**src/rtl/core/wac_pkg.sv**
```systemverilog
`default_nettype none
package wac_pkg;

  localparam int MAX_NODES     = 1024;
  localparam int ALPHABET_SIZE = 26;
  localparam int NODE_W        = $clog2(MAX_NODES);
  localparam int CNT_W         = NODE_W + 1;
  localparam int LET_W         = 5;
  localparam int GADDR_W       = $clog2(MAX_NODES * ALPHABET_SIZE);
  localparam int WEIGHT_W      = 16;
  localparam int PW_W          = 8;
  localparam int OP_W          = 3;
  localparam int STEP_W        = 5;

  localparam logic [OP_W-1:0] OP_APPEND = 3'd0;
  localparam logic [OP_W-1:0] OP_END    = 3'd1;
  localparam logic [OP_W-1:0] OP_BUILD  = 3'd2;
  localparam logic [OP_W-1:0] OP_LOOKUP = 3'd3;
  localparam logic [OP_W-1:0] OP_CLEAR  = 3'd4;

  localparam logic [1:0] STAT_OK      = 2'd0;
  localparam logic [1:0] STAT_FULL    = 2'd1;
  localparam logic [1:0] STAT_NOBUILD = 2'd2;

  localparam logic [STEP_W-1:0] S_IDLE   = 5'd0;
  localparam logic [STEP_W-1:0] S_DISP   = 5'd1;
  localparam logic [STEP_W-1:0] S_AP_RDG = 5'd2;
  localparam logic [STEP_W-1:0] S_AP_RDP = 5'd3;
  localparam logic [STEP_W-1:0] S_AP_DEC = 5'd4;
  localparam logic [STEP_W-1:0] S_END    = 5'd5;
  localparam logic [STEP_W-1:0] S_LK_RDG = 5'd6;
  localparam logic [STEP_W-1:0] S_LK_GET = 5'd7;
  localparam logic [STEP_W-1:0] S_B_INIT = 5'd8;
  localparam logic [STEP_W-1:0] S_B_POP  = 5'd9;
  localparam logic [STEP_W-1:0] S_B_T    = 5'd10;
  localparam logic [STEP_W-1:0] S_B_FT   = 5'd11;
  localparam logic [STEP_W-1:0] S_B_RDG  = 5'd12;
  localparam logic [STEP_W-1:0] S_B_RDP  = 5'd13;
  localparam logic [STEP_W-1:0] S_B_DEC  = 5'd14;
  localparam logic [STEP_W-1:0] S_B_W1   = 5'd15;
  localparam logic [STEP_W-1:0] S_B_W2   = 5'd16;
  localparam logic [STEP_W-1:0] S_RDW    = 5'd17;
  localparam logic [STEP_W-1:0] S_OUT    = 5'd18;

  typedef struct packed {
    logic [STEP_W-1:0] step;
    logic              load;
  } wac_cmd_t;

  typedef struct packed {
    logic [OP_W-1:0] op;
    logic            built;
    logic            ap_ok;
    logic            lk_ok;
    logic            queue_empty;
    logic            last_letter;
    logic            child;
  } wac_stat_t;

  function automatic logic [GADDR_W-1:0] row_base(input logic [NODE_W-1:0] node);
    row_base = GADDR_W'(node) * GADDR_W'(ALPHABET_SIZE);
  endfunction

endpackage
`default_nettype wire

```
**src/rtl/core/wac_ctrl.sv**
```systemverilog
`default_nettype none
module wac_ctrl import wac_pkg::*; (
  input  wire logic      clk,
  input  wire logic      rst,
  input  wire logic      start,
  input  wire wac_stat_t stat,
  output wac_cmd_t       cmd,
  output logic           busy
);

  logic [STEP_W-1:0] state;
  logic [STEP_W-1:0] state_next;

  always_ff @(posedge clk) begin
    if (rst) begin
      state <= S_IDLE;
    end else begin
      state <= state_next;
    end
  end

  always_comb begin
    state_next = state;
    unique case (state)
      S_IDLE:   if (start) state_next = S_DISP;
      S_DISP: begin
        unique case (stat.op)
          OP_APPEND: state_next = stat.ap_ok ? S_AP_RDG : S_RDW;
          OP_END:    state_next = S_END;
          OP_BUILD:  state_next = stat.built ? S_RDW : S_B_INIT;
          OP_LOOKUP: begin
            if (!stat.built) state_next = S_OUT;
            else state_next = stat.lk_ok ? S_LK_RDG : S_RDW;
          end
          OP_CLEAR:  state_next = S_OUT;
          default:   state_next = S_RDW;
        endcase
      end
      S_AP_RDG: state_next = S_AP_RDP;
      S_AP_RDP: state_next = S_AP_DEC;
      S_AP_DEC: state_next = S_RDW;
      S_END:    state_next = S_RDW;
      S_LK_RDG: state_next = S_LK_GET;
      S_LK_GET: state_next = S_RDW;
      S_B_INIT: state_next = S_B_POP;
      S_B_POP:  state_next = stat.queue_empty ? S_RDW : S_B_T;
      S_B_T:    state_next = S_B_FT;
      S_B_FT:   state_next = S_B_RDG;
      S_B_RDG:  state_next = S_B_RDP;
      S_B_RDP:  state_next = S_B_DEC;
      S_B_DEC: begin
        if (stat.child) state_next = S_B_W1;
        else state_next = stat.last_letter ? S_B_POP : S_B_RDG;
      end
      S_B_W1:   state_next = S_B_W2;
      S_B_W2:   state_next = stat.last_letter ? S_B_POP : S_B_RDG;
      S_RDW:    state_next = S_OUT;
      S_OUT:    state_next = S_IDLE;
      default:  state_next = S_IDLE;
    endcase
  end

  assign busy     = (state != S_IDLE);
  assign cmd.step = state;
  assign cmd.load = (state == S_IDLE) && start;

endmodule
`default_nettype wire

```
**config.mk**
```make
export PLATFORM = sky130hd
export DESIGN_NAME = wac_ctrl
export DESIGN_NICKNAME = d
export VERILOG_FILES = /design/src/rtl/core/wac_pkg.sv /design/src/rtl/core/wac_ctrl.sv
export SDC_FILE = /design/constraint.sdc
export NUM_CORES = 1
export LEC_CHECK = 0
export BUFFER_PORTS_ARGS = -buffer_cell sky130_fd_sc_hd__buf_2
export CORE_AREA = 2 2 46 48
export CTS_CLUSTER_DIAMETER = 60
export DETAILED_ROUTE_END_ITERATION = 10
export DIE_AREA = 0 0 48 50
export PLACE_DENSITY_LB_ADDON = 0.25
export SYNTH_ARGS = -nofsm -noshare
export SYNTH_HDL_FRONTEND = slang
export SYNTH_SLANG_ARGS = --single-unit
```
**constraint.sdc**
```tcl
create_clock -name clk -period 1.7 [get_ports clk]
set_clock_uncertainty 0.1 [all_clocks]
set_input_delay 0.085 -clock clk [delete_from_list [all_inputs] [get_ports clk]]
set_output_delay 0.085 -clock clk [all_outputs]
set_load 0.1 [all_outputs]
```
==> run_results.csv, run 1 <==
group,metric,value,unit
die,die_w,48,um
detailed_routing,route.met2.wl,654,um
finish,nNetsFinal,108,
worst_setup_path,path_cells,"nor3_2, buf_4, and3_2, buf_12",
die,fp.dieH,50,um
yosys,synth_seq_cells,5,
yosys,syn-instance-count,77,
worst_setup_path,critical_path.max_fanout,14,
power_and_ir_drop,leakagePower,0.000271,uW
timing,slew_viol_final,0,
detailed_routing,vias_per_cell,5.22,
power_and_ir_drop,vdd.ir_drop.worst,894,uV
worst_setup_path,worst_ep_required_time,1.51,ns
timing,timing.fmax,637,MHz
detailed_routing,postRouteAntennaNets,0,
placement,port-buffer-count,18,
timing,finalSetupViolCount,0,
global_routing,via_count_of_the_first_global_routing_pass,531,
placement,detail_placement_hpwl,1.09,mm
finish,diodes,0,
finish,largest_reg_flops,5,
detailed_routing,drt_pre_antenna_iters,4,
die,num_rows,16,
yosys,synth.cell_area,553,sq um
yosys,synth-warning-count,0,
timing,post-route-min-period,1.57,ns
run_status,run_status,"complete, no violations",
global_routing,antenna_found_initial,0,
flow_run,maxCapViolCount,0,
detailed_routing,via_total_after_detailed_routing,637,
detailed_routing,routed.top_layer,"met3",
global_routing,gr-usage-all-layers,12.3,%
worst_setup_path,critical_path_end_type,"output pin",
clocking,clkSinkCount,5,
worst_setup_path,worst_ep_arrival_time,1.38,ns
detailed_routing,postRouteWirelength,1.43,mm
placement,gp_congestion,0.899,
clocking,ctsRootBufferMaster,"clkbuf_4",
die,die_area,2400,sq um
die,start_util,29.1,%
timing,worst_slew_margin_rel,67.6,%
yosys,synth_seq_area_share,18.1,%
finish,largest-register,"state",
finish,final_layout_size_suffix_gt1_share,36.8,%
detailed_routing,met1Wirelength,693,um
yosys,syn_nets,89,
finish,post-route-util,38.2,%
power_and_ir_drop,cellPowerDensity,2130,nW/um^2
global_routing,global_route.overflow_total,0,
worst_setup_path,timing.critical_path.slowest_stage_cell,"dfxtp_4",
min_path,worst_hold_path_type,"in -> reg",
timing,post_route_worst_hold_slack,0.0117,ns
min_path,worstHoldPathCells,3,
die,total_core_area,1900,sq um
timing,worstMarginPinSlew,0.489,ns
die,ios,19,
clocking,clkLatencyLatePin,0.25,ns
timing,period_share,92.3,%
detailed_routing,dr_iter_0_viols,22,
timing,rsz0062_at_grt,"no",
detailed_routing,routed-wl-met3,81,um
finish,top_regs,"state: 5 flops",
yosys,synth_async_sr_flop_share,0,%
worst_setup_path,critical_path.startpoint_type,"flip-flop",
finish,fill_cells,197,
yosys,synth_area_per_cell,7.18,sq um
global_routing,grt_pass1_wl,2.09,mm
clocking,cts-buffers-inserted,3,
timing,hold_viol,0,
clocking,htreeDepth,1,
timing,fin_tns_setup,0,ns
detailed_routing,drt-wirelength-per-cell,11.7,um
clocking,clock_tree_from_tritoncts,"done",
global_routing,grt_start_max_net_pins,17,
worst_setup_path,cpPeakStageDelay,0.39,ns
finish,synthToLayoutAreaGrowth,31.4,%
clocking,clk_path_buf_depth,2,
clocking,number_of_setup_buffers_added_after_cts,0,
worst_setup_path,timing.reg2reg.worst_path_depth,4,
worst_setup_path,worst-setup-path-type,"reg -> out",
yosys,synthFlopType,"dfxtp_1",
yosys,yosys.cell_types.count,33,
clocking,cts.reportedPaths.clkPinSlew,0.05,ns
yosys,synth-edff-count,0,
detailed_routing,number_of_design_rule_violations_left_after_detail_routing,0,
report_power, final:
| group | internal [uW] | switching [uW] | leakage, uW | total, uW |
|---|---|---|---|---|
| Sequential | 174 | 143 | 0.0000441 | 316 |
| Combinational | 303 | 788 | 0.000212 | 1090 |
| Clock | 89.0 | 53.8 | 0.0000150 | 143 |
| Total | 565 | 985 | 0.000271 | 1550 |
final timing paths:
path,startpoint,to,slack (ns)
min,stat[1],state[2],0.01
max,state[1],cmd[0],0.13
max reg2reg,state[1],state[0],0.18
min reg2reg,state[4],state[1],0.52
metal layers:
| metal | GRT usage [%] | up-vias |
|---|---|---|
| met3 | 1.10 | 0 |
| met5 | 0 | - |
| met4 | 8.11 | 0 |
| li1 | - | 326 |
| met2 | 18.7 | 25 |
| met1 | 15.7 | 286 |
cell type report:
class                           instances  area, sq um  share of cell area, %
Clock buffer                            4         26.3                   3.61
Inverter                                3         11.3                   1.55
Multi-Input combinational cell         64          427                   58.7
Sequential cell                         5          116                   16.0
Tap cell                               27         33.8                   4.65
Timing Repair Buffer                   19          113                   15.5
metrics by stage:
stage	area (sq um)	std cells	setup slack, ns	total power (uW)
6_report	727	122	0.131	1550
5_1_grt	727	122	0.0658	1640
4_1_cts	722	122	0.0409	1550
3_5_place_dp	696	118	0.202	1400
3_3_place_gp	696	118	0.216	1400
2_1_floorplan	573	77	0.00882	1180
timing repair:
action / in CTS / in global routing
endpoints found under the setup margin: 0 / 1
gates resized for setup: 0 / 1
hold buffers: 0 / 0
kinds of logic (layout without fill, tap and decap cells):
logic type | Yosys count | in the layout | share of synthesized area [%]
AOI/OAI and AO/OA | 25 | 25 | 33.3
buffers and inverters | 8 | 26 | 6.33
and+or+nand+nor | 39 | 39 | 42.3
DFF | 5 | 5 | 18.1
layout by cell type, fill, tap and decap left out, types with 2 or more instances in the layout:
master and instances:
a311o_1 2, nand2_1 5, nor2_1 6, nor3_2 3, clkbuf_4 3, a31oi_1 3, dfxtp_4 4, nand2b_1 5
inv_1 3, nor2b_1 5, a21oi_1 7, buf_2 17, nand4_1 2, nand4b_1 2, a211o_1 3, nor3_1 2
cells in the mapped netlist, drive strengths merged, types with 2 or more instances:
cell,count,share of area [%]
a311o,2,3.6
a21oi,8,7.9
a31oi,3,3.4
nand2,6,4.1
nand4,2,2.3
buf,4,3.6
a211o,3,4.8
nor2,6,4.1
nor2b,5,5.7
nor3,5,6.3
nand4b,2,3.2
dfxtp,5,18
nand2b,5,5.7
and3,2,2.3
inv,3,2.0
critical path: cells and delay by family (launching register included):
kind / cells / cell delay (ns)
simple gates: 2 / 0.42
flops: 1 / 0.39
buf+inv: 2 / 0.32
(Power assumes the default switching activity.)
==> run 2, diff against run 1 <==
Settings changed: PLACE_DENSITY_LB_ADDON 0.25 to not set.
==> run 2 against run 1 <==
  * Clock power fell by 4%
  * Cell count did not move
  * Via count grew 1.7%
  * Total power shrank 0.18%
  * Critical path depth stayed put
  * Core utilization is the same
  * Non-clock buffer count unchanged
  * Global-route usage grew 1.1 points
  * Worst hold slack improved by 0.016 ns
  * Largest cell class unchanged
==> run_results.csv, run 2 (same netlist as run 1, synthesis figures left out) <==
group,metric,value,unit
run_status,run_status,"complete, no violations",
detailed_routing,postRouteAntennaNets,0,
placement,detail_placement_hpwl,1.13,mm
timing,rsz0062_at_grt,"no",
detailed_routing,postRouteWirelength,1.47,mm
clocking,cts.reportedPaths.clkPinSlew,0.04,ns
timing,hold_viol,0,
finish,fin_area,727,sq um
finish,nNetsFinal,108,
flow_run,maxCapViolCount,0,
detailed_routing,dr_iter_0_viols,9,
detailed_routing,vias_per_cell,5.31,
clocking,cts-hold-fix-buffers,0,
finish,synthToLayoutAreaGrowth,31.4,%
timing,post_route_worst_hold_slack,0.0275,ns
min_path,worst_hold_path_type,"in -> reg",
worst_setup_path,timing.rr.start,"state[1]",
clocking,cts-buffers-inserted,3,
timing,finalSetupViolCount,0,
timing,finalWorstSetupSlack,0.137,ns
detailed_routing,via_total_after_detailed_routing,648,
clocking,clkLatencyLatePin,0.24,ns
placement,area_post_placement,696,sq um
timing,post-route-min-period,1.56,ns
clocking,clkSinkCount,5,
worst_setup_path,timing.critical_path.slowest_stage_cell,"dfxtp_4",
clocking,htreeDepth,1,
worst_setup_path,worst-setup-path-type,"reg -> out",
clocking,number_of_setup_buffers_added_after_cts,0,
worst_setup_path,reg_to_reg_endpoint,"state[0]",
worst_setup_path,cp-endpoint,"cmd[0]",
die,ios,19,
finish,diodes,0,
worst_setup_path,crit_start,"state[1]",
power_and_ir_drop,power,1550,uW
worst_setup_path,worst_ep_arrival_time,1.38,ns
placement,port-buffer-count,18,
global_routing,antenna_found_initial,0,
finish,layout_common_cells,"buf_2, a21oi_1, nor2_1",
power_and_ir_drop,vdd.ir_drop.worst,1110,uV
worst_setup_path,critical_path.max_fanout,14,
global_routing,grt_pass1_wl,2.29,mm
placement,gp_congestion,0.868,
detailed_routing,drt_pre_antenna_iters,4,
timing,timing.fmax,640,MHz
worst_setup_path,critical_path_end_type,"output pin",
detailed_routing,drt-wirelength-per-cell,12.1,um
placement,preCtsSetupSlack,0.178,ns
die,num_rows,16,
timing,worstMarginPinSlew,0.487,ns
global_routing,gr-usage-all-layers,13.4,%
power_and_ir_drop,leakagePower,0.000271,uW
worst_setup_path,cpPeakStageDelay,0.38,ns
worst_setup_path,critical_path.startpoint_type,"flip-flop",
global_routing,grt_start_max_net_pins,17,
clocking,ctsRootBufferMaster,"clkbuf_4",
worst_setup_path,timing.reg2reg.worst_path_depth,4,
die,die_w,48,um
global_routing,global_route.overflow_total,0,
finish,largest-register,"state",
die,start_util,29.1,%
clocking,clock_tree_from_tritoncts,"done",
worst_setup_path,path_cells,"nor3_2, buf_4, and3_2, buf_12",
timing,slew_viol_final,0,
die,total_core_area,1900,sq um
finish,top_regs,"state: 5 flops",
global_routing,via_count_of_the_first_global_routing_pass,536,
finish,mostFrequentLayoutCell,"buf_2",
worst_setup_path,reg2reg_slack,0.17,ns
clocking,cts-resized-gates,0,
detailed_routing,number_of_design_rule_violations_left_after_detail_routing,0,
finish,largest_reg_flops,5,
timing,fin_tns_setup,0,ns
timing,worst_slew_margin_rel,67.8,%
worst_setup_path,worst_ep_required_time,1.51,ns
timing,period_share,91.9,%
die,die_area,2400,sq um
power_and_ir_drop,cellPowerDensity,2130,nW/um^2
die,fp.dieH,50,um
clocking,clk_path_buf_depth,2,
finish,final_layout_size_suffix_gt1_share,36.8,%
run 2: through the flow:
step,std cells,util (%)
floorplan,77,-
global placement,118,36.6
detailed placement,118,36.6
CTS,122,38.0
global route,122,38.2
finish,122,38.2
run 2: worst max-delay path: cells and delay by family, from the launching register on:
family	cells	cell delay (ns)
and+or+nand+nor	2	0.43
DFF	1	0.38
buffers and inverters	2	0.33
run 2: worst min-delay path by stage:
stage | from | endpoint | slack (ns) | depth (start not counted)
finish | stat[1] | state[2] | 0.03 | 3
global route | stat[1] | state[2] | 0.06 | 3
CTS | stat[1] | state[2] | 0.02 | 3
detailed placement | stat[1] | state[2] | 0.28 | 3
global placement | stat[1] | state[2] | 0.27 | 3
floorplan | stat[7] | state[3] | 0.12 | 2
run 2: layout make-up:
type                       count  area (sq um)
fill                         206          1170
tap                           27          33.8
timing repair buffer          19           113
inverter                       3          11.3
sequential                     5           116
multi-input combinational     64           427
clock buffer                   4          26.3
run 2: power breakdown:
part	leakage, uW	internal (uW)	switching, uW
sequential	0.0000441	174	137
clock	0.0000150	88.7	48.7
combinational	0.000212	303	796
total	0.000271	565	982
run 2: routing by layer:
metal / routed length [um] / vias to the layer above / track usage, % / share of wire, %
met5: 0 / - / 0 / 0
met4: 13 / 0 / 4.05 / 0.88
met1: 653 / 291 / 16.4 / 44
met3: 136 / 2 / 6.23 / 9.2
met2: 670 / 27 / 20.2 / 45
li1: - / 328 / - / -
